--- config.mk ---
export PLATFORM = sky130hd
export DESIGN_NAME = hss_ram
export DESIGN_NICKNAME = d
export VERILOG_FILES = /design/src/hss_ram.sv
export SDC_FILE = /design/constraint.sdc
export NUM_CORES = 1
export LEC_CHECK = 0
export BUFFER_PORTS_ARGS = -buffer_cell sky130_fd_sc_hd__buf_2
export CAP_MARGIN = 20
export CORE_ASPECT_RATIO = 0.9
export CORE_MARGIN = 1.5
export CORE_UTILIZATION = 35
export CTS_CLUSTER_SIZE = 28
export DETAILED_ROUTE_END_ITERATION = 12
export SETUP_SLACK_MARGIN = 0.05
export SYNTH_ARGS = -nofsm -noshare
export SYNTH_HDL_FRONTEND = slang
export SYNTH_SLANG_ARGS = --single-unit
export TNS_END_PERCENT = 50
--- constraint.sdc ---
create_clock -name clk -period 2 [get_ports clk]
set_input_delay 0.1 -clock clk [delete_from_list [all_inputs] [get_ports clk]]
set_output_delay 0.1 -clock clk [all_outputs]
set_load 0.1 [all_outputs]
--- src/hss_ram.sv ---
module hss_ram #(
  parameter int WIDTH = 8,
  parameter int DEPTH = 64,
  parameter int AW = (DEPTH > 1) ? $clog2(DEPTH) : 1
) (
  input  logic             clk,
  input  logic             we,
  input  logic [AW-1:0]    waddr,
  input  logic [WIDTH-1:0] wdata,
  input  logic             re,
  input  logic [AW-1:0]    raddr,
  output logic [WIDTH-1:0] rdata
);

  logic [WIDTH-1:0] mem [DEPTH];

  always_ff @(posedge clk) begin
    if (we) begin
      mem[waddr] <= wdata;
    end
    if (re) begin
      rdata <= mem[raddr];
    end
  end

endmodule

[Yosys cells after proc, flatten, opt, wreduce, memory -nomap -nowiden]
Memories as Yosys holds them, arrays and structs flattened. A register that Yosys moved wholly into a read port is not among the register bits.
Cells that the tools add are included.
Widths: inputs -> output; s select.
Storage, ports and cells
  flip-flop bits (word level): 0
  memory bits (writable): 512
  input port bits: 23
  output and inout port bits: 8
  memories: 1
Memory list
  mem: depth 64, width 8, rd ports 1, clocked after Yosys merged registers in 1, write ports 1, RTL line 15  | logic [WIDTH-1:0] mem [DEPTH];
Cells by class
  multiplexer cells: 2
Operator list (number)
  $mux 1: 2

[Logic depth before layout (Yosys ltp)]
Gate-level depths: netlist (run 1).
  depth in word-level cells: 2
  mapped depth: 9

[Worst setup path before layout (run 1)]
OpenSTA, ideal clock, no wires.
  path kind: input -> register
  start: input raddr[1]
  end: register rdata[3] (read register of mem) (data pin)
  arrival: 1640 ps
  slack: 94 ps
  stages on the path: 7
  path buffers: 3
  path through: buf_4 buf_2 buf_2 mux4_2 mux4_2 o21ai_1 o41ai_1
RTL lines
  start: declaration: RTL line 11  | input logic [AW-1:0] raddr,
  end: declaration: RTL line 12  | output logic [WIDTH-1:0] rdata

==> out/metrics.yaml, run 1 <==
syn_inst: 940
setup_tns_ps: -29.4
finalMaxSlewViolations: 0
design_area_um2: 24200
whs_ps: 15.0
yosysWarnings: 0
wirelength_um: 46500
htreeDepth: 2
fp.coreArea_um2: 57100
die_w_um: 257
syn_avg_cell_area_um2: 21.5
synth.yosys.seq_area_share_pct: 77.1
viasPerCell: 5.13
areaGrowthSynthToFinish_pct: 19.3
clkLatencyLatePin_ps: 590
power_mw: 22.7
power.switching_mw: 4.83
nets: 1160
first_global_vias: 10300
p_sw_share_pct: 21.3
p_seq_share_pct: 53.4
slew-limit-headroom_pct: 50.4
p_leak_nw: 7.79
violations: "setup timing"
grt_pass1_wl_um: 68800
grt-ovfl-total: 0
cts_tree: "done"
die_area_um2: 59300
p_comb_share_pct: 6.2
cts.sinks: 520
tightest_slew_ps: 744
antenna_found_initial: 0
cp-end-kind: "flop"
vias: 9943
drc: 0
die_h_um: 231
power_density_nw_per_um2: 940
synth_nets: 963
rsz0062_at_grt: "yes"
start_util_pct: 35.4
synth_area_um2: 20200
drive_gt1_share_pct: 35.0
timing.final.ws_setup_ps: -16.4
ys_types: 39
wl_per_cell_um: 24.0
arrival_ps: 2340
internal_power_mw: 17.9
hp-class: "input port to flop"
ctsLongestPathBuffers: 3
finalSetupViolCount: 2
first_iter_violations: 981
antenna-diode-count: 0
ys_ff_latch: 520
outcome: "finished, violations left"
fin_crit_ps: 2020
num-fill-cells: 5025
multiInputGateArea_um2: 4400
track_usage_pct: 15.9
required_ps: 2320
row_count: 83
antenna_left: 0
cp_max_fo: 1
max-vdd-ir-drop_mv: 0.585
period_share_pct: 101
firstDrtPassIters: 5
grt_max_degree: 65
startpoint_type: "flop"
ios: 31
p_clk_share_pct: 40.4
gp_congestion: 0.801
clock_tree.root_cell: "clkbuf_16"
maxCapViolCount: 0
skew_ps: 11.4
fmax_mhz: 496
numCtsBuffers: 53
hold_viol: 0
port-buffer-count: 30
post_cts_buffers: 0
post_dp_cell_area_um2: 22500
crit_type: "flop to flop"
ff_latch_area_um2: 15600
hpwl_um: 30000
clkTransAtPathRegs_ps: 60
cell families after synthesis:
logic type      Yosys count  synth area share (%)
compound gates           54                  2.06
buf+inv                  51                  1.56
flops                   520                  77.1
mux                     162                  15.9
simple gates            153                  3.37
cell type report:
type | instances | share of cell area, %
flip-flops and latches | 520 | 64.7
multi-input cells | 369 | 18.2
repair buffers | 193 | 6.66
clock buffers | 67 | 5.71
well taps | 765 | 3.96
clock inverters | 24 | 0.813
power by group through the flow:
stage / Clock, mW / Combinational, mW / Sequential, mW
2_1_floorplan: 0 / 0.643 / 12.4
3_3_place_gp: 0 / 1.37 / 12.3
3_5_place_dp: 0 / 1.39 / 12.3
4_1_cts: 9.36 / 1.41 / 12.1
5_1_grt: 9.79 / 1.50 / 12.1
6_report: 9.18 / 1.41 / 12.1
cells in the final DEF, fill, tap and decap left out, types with 3 or more instances in the layout:
cell type,n
o22ai_1,8
mux4_2,126
clkinv_1,7
nor3_1,5
bufinv_16,3
buf_12,17
clkbuf_1,14
nand2b_1,7
o221ai_1,8
buf_2,27
dlygate4sd3_1,3
nor2_1,81
clkinv_2,11
a221oi_1,4
nand3b_1,3
mux2_2,11
a22oi_1,3
nand2_1,19
a211oi_1,4
nand3_1,13
o2bb2ai_1,3
clkbuf_16,53
nor2b_1,14
a21oi_1,3
edfxtp_1,520
mux2i_1,23
buf_4,145
sequential cells by signal, indices dropped and copies added (netlist names):
name / count
mem: 512
rdata: 8
path summary, 6_finish.rpt:
kind | end | slack, ps | depth (start not counted) | startpoint
worst max-delay path | rdata[4] | -20 | 6 | mem[17][4]
worst min-delay path | mem[19][2] | 10 | 2 | wdata[2]
worst max register to register | rdata[4] | -20 | 6 | mem[17][4]
worst min register to register | rdata[1] | 940 | 4 | mem[23][1]
per-layer routing:
layer | GRT usage [%] | routed length, µm | up-vias
li1 | - | - | 4318
met1 | 22.5 | 20700 | 5282
met2 | 24.8 | 21800 | 270
met3 | 3.31 | 2740 | 73
met4 | 4.80 | 1290 | 0
met5 | 0 | 0 | -
cell usage after synthesis (all sizes together):
cell type	count	share of area, %
a2111oi	2	0.087
a211oi	4	0.15
a21oi	3	0.074
a221oi	6	0.26
a22oi	3	0.11
a31oi	1	0.031
and2	1	0.031
buf	34	1.2
clkbuf	17	0.32
edfxtp	520	77
mux2	13	0.72
mux2i	23	1.1
mux4	126	14
nand2	19	0.35
nand2b	7	0.22
nand3	13	0.32
nand3b	3	0.11
nand4	2	0.062
nand4b	1	0.043
nor2	83	1.5
nor2b	14	0.43
nor3	7	0.17
nor4	2	0.062
o2111ai	3	0.13
o21a	2	0.074
o21ai	4	0.099
o221a	2	0.11
o221ai	8	0.35
o22ai	8	0.25
o2bb2ai	3	0.13
o311ai	1	0.043
o32ai	2	0.087
o41ai	2	0.087
or3	1	0.031
what timing repair did:
action	CTS	global route
hold buffers	2	1
pin swaps	2	0
endpoints found under the setup margin	7	8
hold endpoints to repair	25	4
resized for setup	12	6
worst max-delay path: stages (launching register included):
cell and delay (ps):
edfxtp_1 370, mux4_2 450, mux2_4 280, o221a_4 280, nor3_4 150, buf_4 140
o32ai_1 70
through the flow:
| stage | util, % | setup WS (ps) | cells |
|---|---|---|---|
| floorplan | - | 93.7 | 940 |
| global placement | 39.3 | -359 | 1844 |
| detailed placement | 39.3 | -356 | 1844 |
| CTS | 42.2 | -28.9 | 1937 |
| global route | 42.3 | -60.5 | 1938 |
| finish | 42.3 | -16.4 | 1938 |
Power figures use the tool's default switching activity.
==> inputs of run 2 (changes only) <==
--- a/config.mk
+++ b/config.mk
@@ -5,6 +5,7 @@
 export SDC_FILE = /design/constraint.sdc
 export NUM_CORES = 1
 export LEC_CHECK = 0
+export ABC_AREA = 0
 export BUFFER_PORTS_ARGS = -buffer_cell sky130_fd_sc_hd__buf_2
 export CAP_MARGIN = 20
 export CORE_ASPECT_RATIO = 0.9
@@ -12,6 +13,7 @@
 export CORE_UTILIZATION = 35
 export CTS_CLUSTER_SIZE = 28
 export DETAILED_ROUTE_END_ITERATION = 12
+export RECOVER_POWER = 100
 export SETUP_SLACK_MARGIN = 0.05
 export SYNTH_ARGS = -nofsm -noshare
 export SYNTH_HDL_FRONTEND = slang
==> run 2 against run 1 <==
Compared with the run above:
- the run still ends with setup timing left
- critical path type unchanged
- critical endpoint is now rdata[6]
- via count is 0.56% higher
- routed wire length hardly changed
- clock power hardly changed
- sequential power hardly changed
- clock-buffer cell count stayed put
- sequential cell count stayed put
- register-to-register slack hardly changed
- utilization is 0.72 points lower
- sequential share of layout area is 1.1 points higher
- global-route usage stayed put
==> out/metrics.yaml, run 2 (synthesized netlist as in run 1, its figures left out) <==
p_comb_share_pct: 6.0  # -0.2 points
antenna_left: 0  # unchanged
clock_tree.root_cell: "clkbuf_16"
die_area_um2: 59300  # unchanged
p_seq_share_pct: 53.5  # about the same
timing.final.ws_setup_ps: -8.55  # +7.89 ps
cp-end-kind: "flop"
first_global_vias: 10300  # unchanged
wl_per_cell_um: 24.0  # about the same
dpl.cell_count: 1844  # unchanged
top_register: "mem"
fp.coreArea_um2: 57100  # unchanged
power_density_nw_per_um2: 955  # +1.5%
firstDrtPassIters: 5  # unchanged
finalMaxSlewViolations: 0  # unchanged
reg.largest.list: "mem (512), rdata (8)"
max-vdd-ir-drop_mv: 0.593  # +1.4%
drive_gt1_share_pct: 27.4  # -7.6 points
power.switching_mw: 4.82  # -0.37%
gp_congestion: 0.801  # unchanged
crit_type: "flop to flop"
startpoint_type: "flop"
place_ws_ps: -356  # unchanged
fin_crit_ps: 2010  # -7.89 ps
cts.sinks: 520  # unchanged
grt_max_degree: 65  # unchanged
tightest_slew_ps: 1430  # +688 ps
viasPerCell: 5.16  # +0.56%
port-buffer-count: 30  # unchanged
mostFrequentLayoutCell: "edfxtp_1"
fmax_mhz: 498  # +0.39%
wirelength_um: 46600  # about the same
num-fill-cells: 5123  # +2.0%
instances_no_fill: 1938  # unchanged
maxCapViolCount: 0  # unchanged
htreeDepth: 2  # unchanged
internal_power_mw: 17.8  # -0.14%
start_util_pct: 35.4  # unchanged
ctsLongestPathBuffers: 3  # unchanged
die_w_um: 257  # unchanged
outcome: "finished, violations left"
ios: 31  # unchanged
hp-class: "input port to flop"
track_usage_pct: 15.9  # unchanged
arrival_ps: 2330  # about the same
p_leak_nw: 7.40  # -5.0%
grt_pass1_wl_um: 68800  # unchanged
setup_tns_ps: -13.9  # +15.5 ps
numCtsBuffers: 53  # unchanged
rsz0062_at_grt: "yes"
drc: 0  # unchanged
p_clk_share_pct: 40.4  # about the same
antenna-diode-count: 0  # unchanged
antenna_found_initial: 0  # unchanged
violations: "setup timing"
p_sw_share_pct: 21.2  # -0.039 points
power_mw: 22.7  # -0.19%
hold_viol: 0  # unchanged
cts_tree: "done"
largest_reg_flops: 512  # unchanged
period_share_pct: 100  # -0.39 points
post_dp_cell_area_um2: 22500  # unchanged
die_h_um: 231  # unchanged
slew-limit-headroom_pct: 4.51  # -46 points
clkTransAtPathRegs_ps: 60  # about the same
first_iter_violations: 954  # -2.8%
design_area_um2: 23700  # -1.7%
whs_ps: 108  # +92.8 ps
cp_max_fo: 1  # unchanged
areaGrowthSynthToFinish_pct: 17.3
hpwl_um: 30000  # unchanged
nets: 1160  # unchanged
vias: 9999  # +0.56%
final_cell_mix: "520 x edfxtp_1, 126 x mux4_2, 102 x clkbuf_1"
finalSetupViolCount: 2  # unchanged
grt-ovfl-total: 0  # unchanged
utilization_pct: 41.6  # -0.72 points
skew_ps: 12.9  # +1.49 ps
row_count: 83  # unchanged
clkLatencyLatePin_ps: 590  # about the same
required_ps: 2320  # about the same
## run 2: worst paths after layout
kind                            startpoint       end  slack [ps]  cells after the start
worst max-delay path            mem[16][6]  rdata[6]          -9                      6
worst min-delay path              raddr[5]  rdata[2]         110                      3
worst min register to register   mem[6][7]  rdata[7]         940                      4
worst max register to register  mem[16][6]  rdata[6]          -9                      6
## run 2: critical path, cell delays in order, from the launching register on
cell,delay (ps)
edfxtp_1,380
mux4_2,470
mux2_4,290
o221a_4,270
nor3_2,110
buf_4,150
o32ai_1,80
## run 2: area by class of cell
class                           count  area [µm²]  share of cell area (%)
Clock buffer                       67        1380                    5.81
Clock inverter                     24         196                   0.827
Multi-Input combinational cell    369        4390                    18.5
Sequential cell                   520       15600                    65.8
Tap cell                          765         957                    4.03
Timing Repair Buffer              193        1200                    5.05
## run 2: power by group through the flow
| stage | combinational [mW] | sequential [mW] | clock (mW) |
|---|---|---|---|
| after floorplan | 0.643 | 12.4 | 0 |
| after global placement | 1.37 | 12.3 | 0 |
| after detailed placement | 1.39 | 12.3 | 0 |
| after CTS | 1.41 | 12.1 | 9.36 |
| after global routing | 1.45 | 12.1 | 9.79 |
| final | 1.37 | 12.1 | 9.16 |
## run 2: timing repair
action / 4_1_cts / 5_1_grt
gates resized for setup: 12 / 6
hold buffers: 2 / 1
endpoints found under the hold margin: 25 / 4
pin swaps: 2 / 0
setup buffers: 0 / 0
setup endpoints to repair: 7 / 8
## run 2: per-layer routing
layer  track usage, %  routed length [µm]
met5                0                   0
met4             4.80                1300
met3             3.31                2770
met2             24.8               21900
met1             22.5               20600
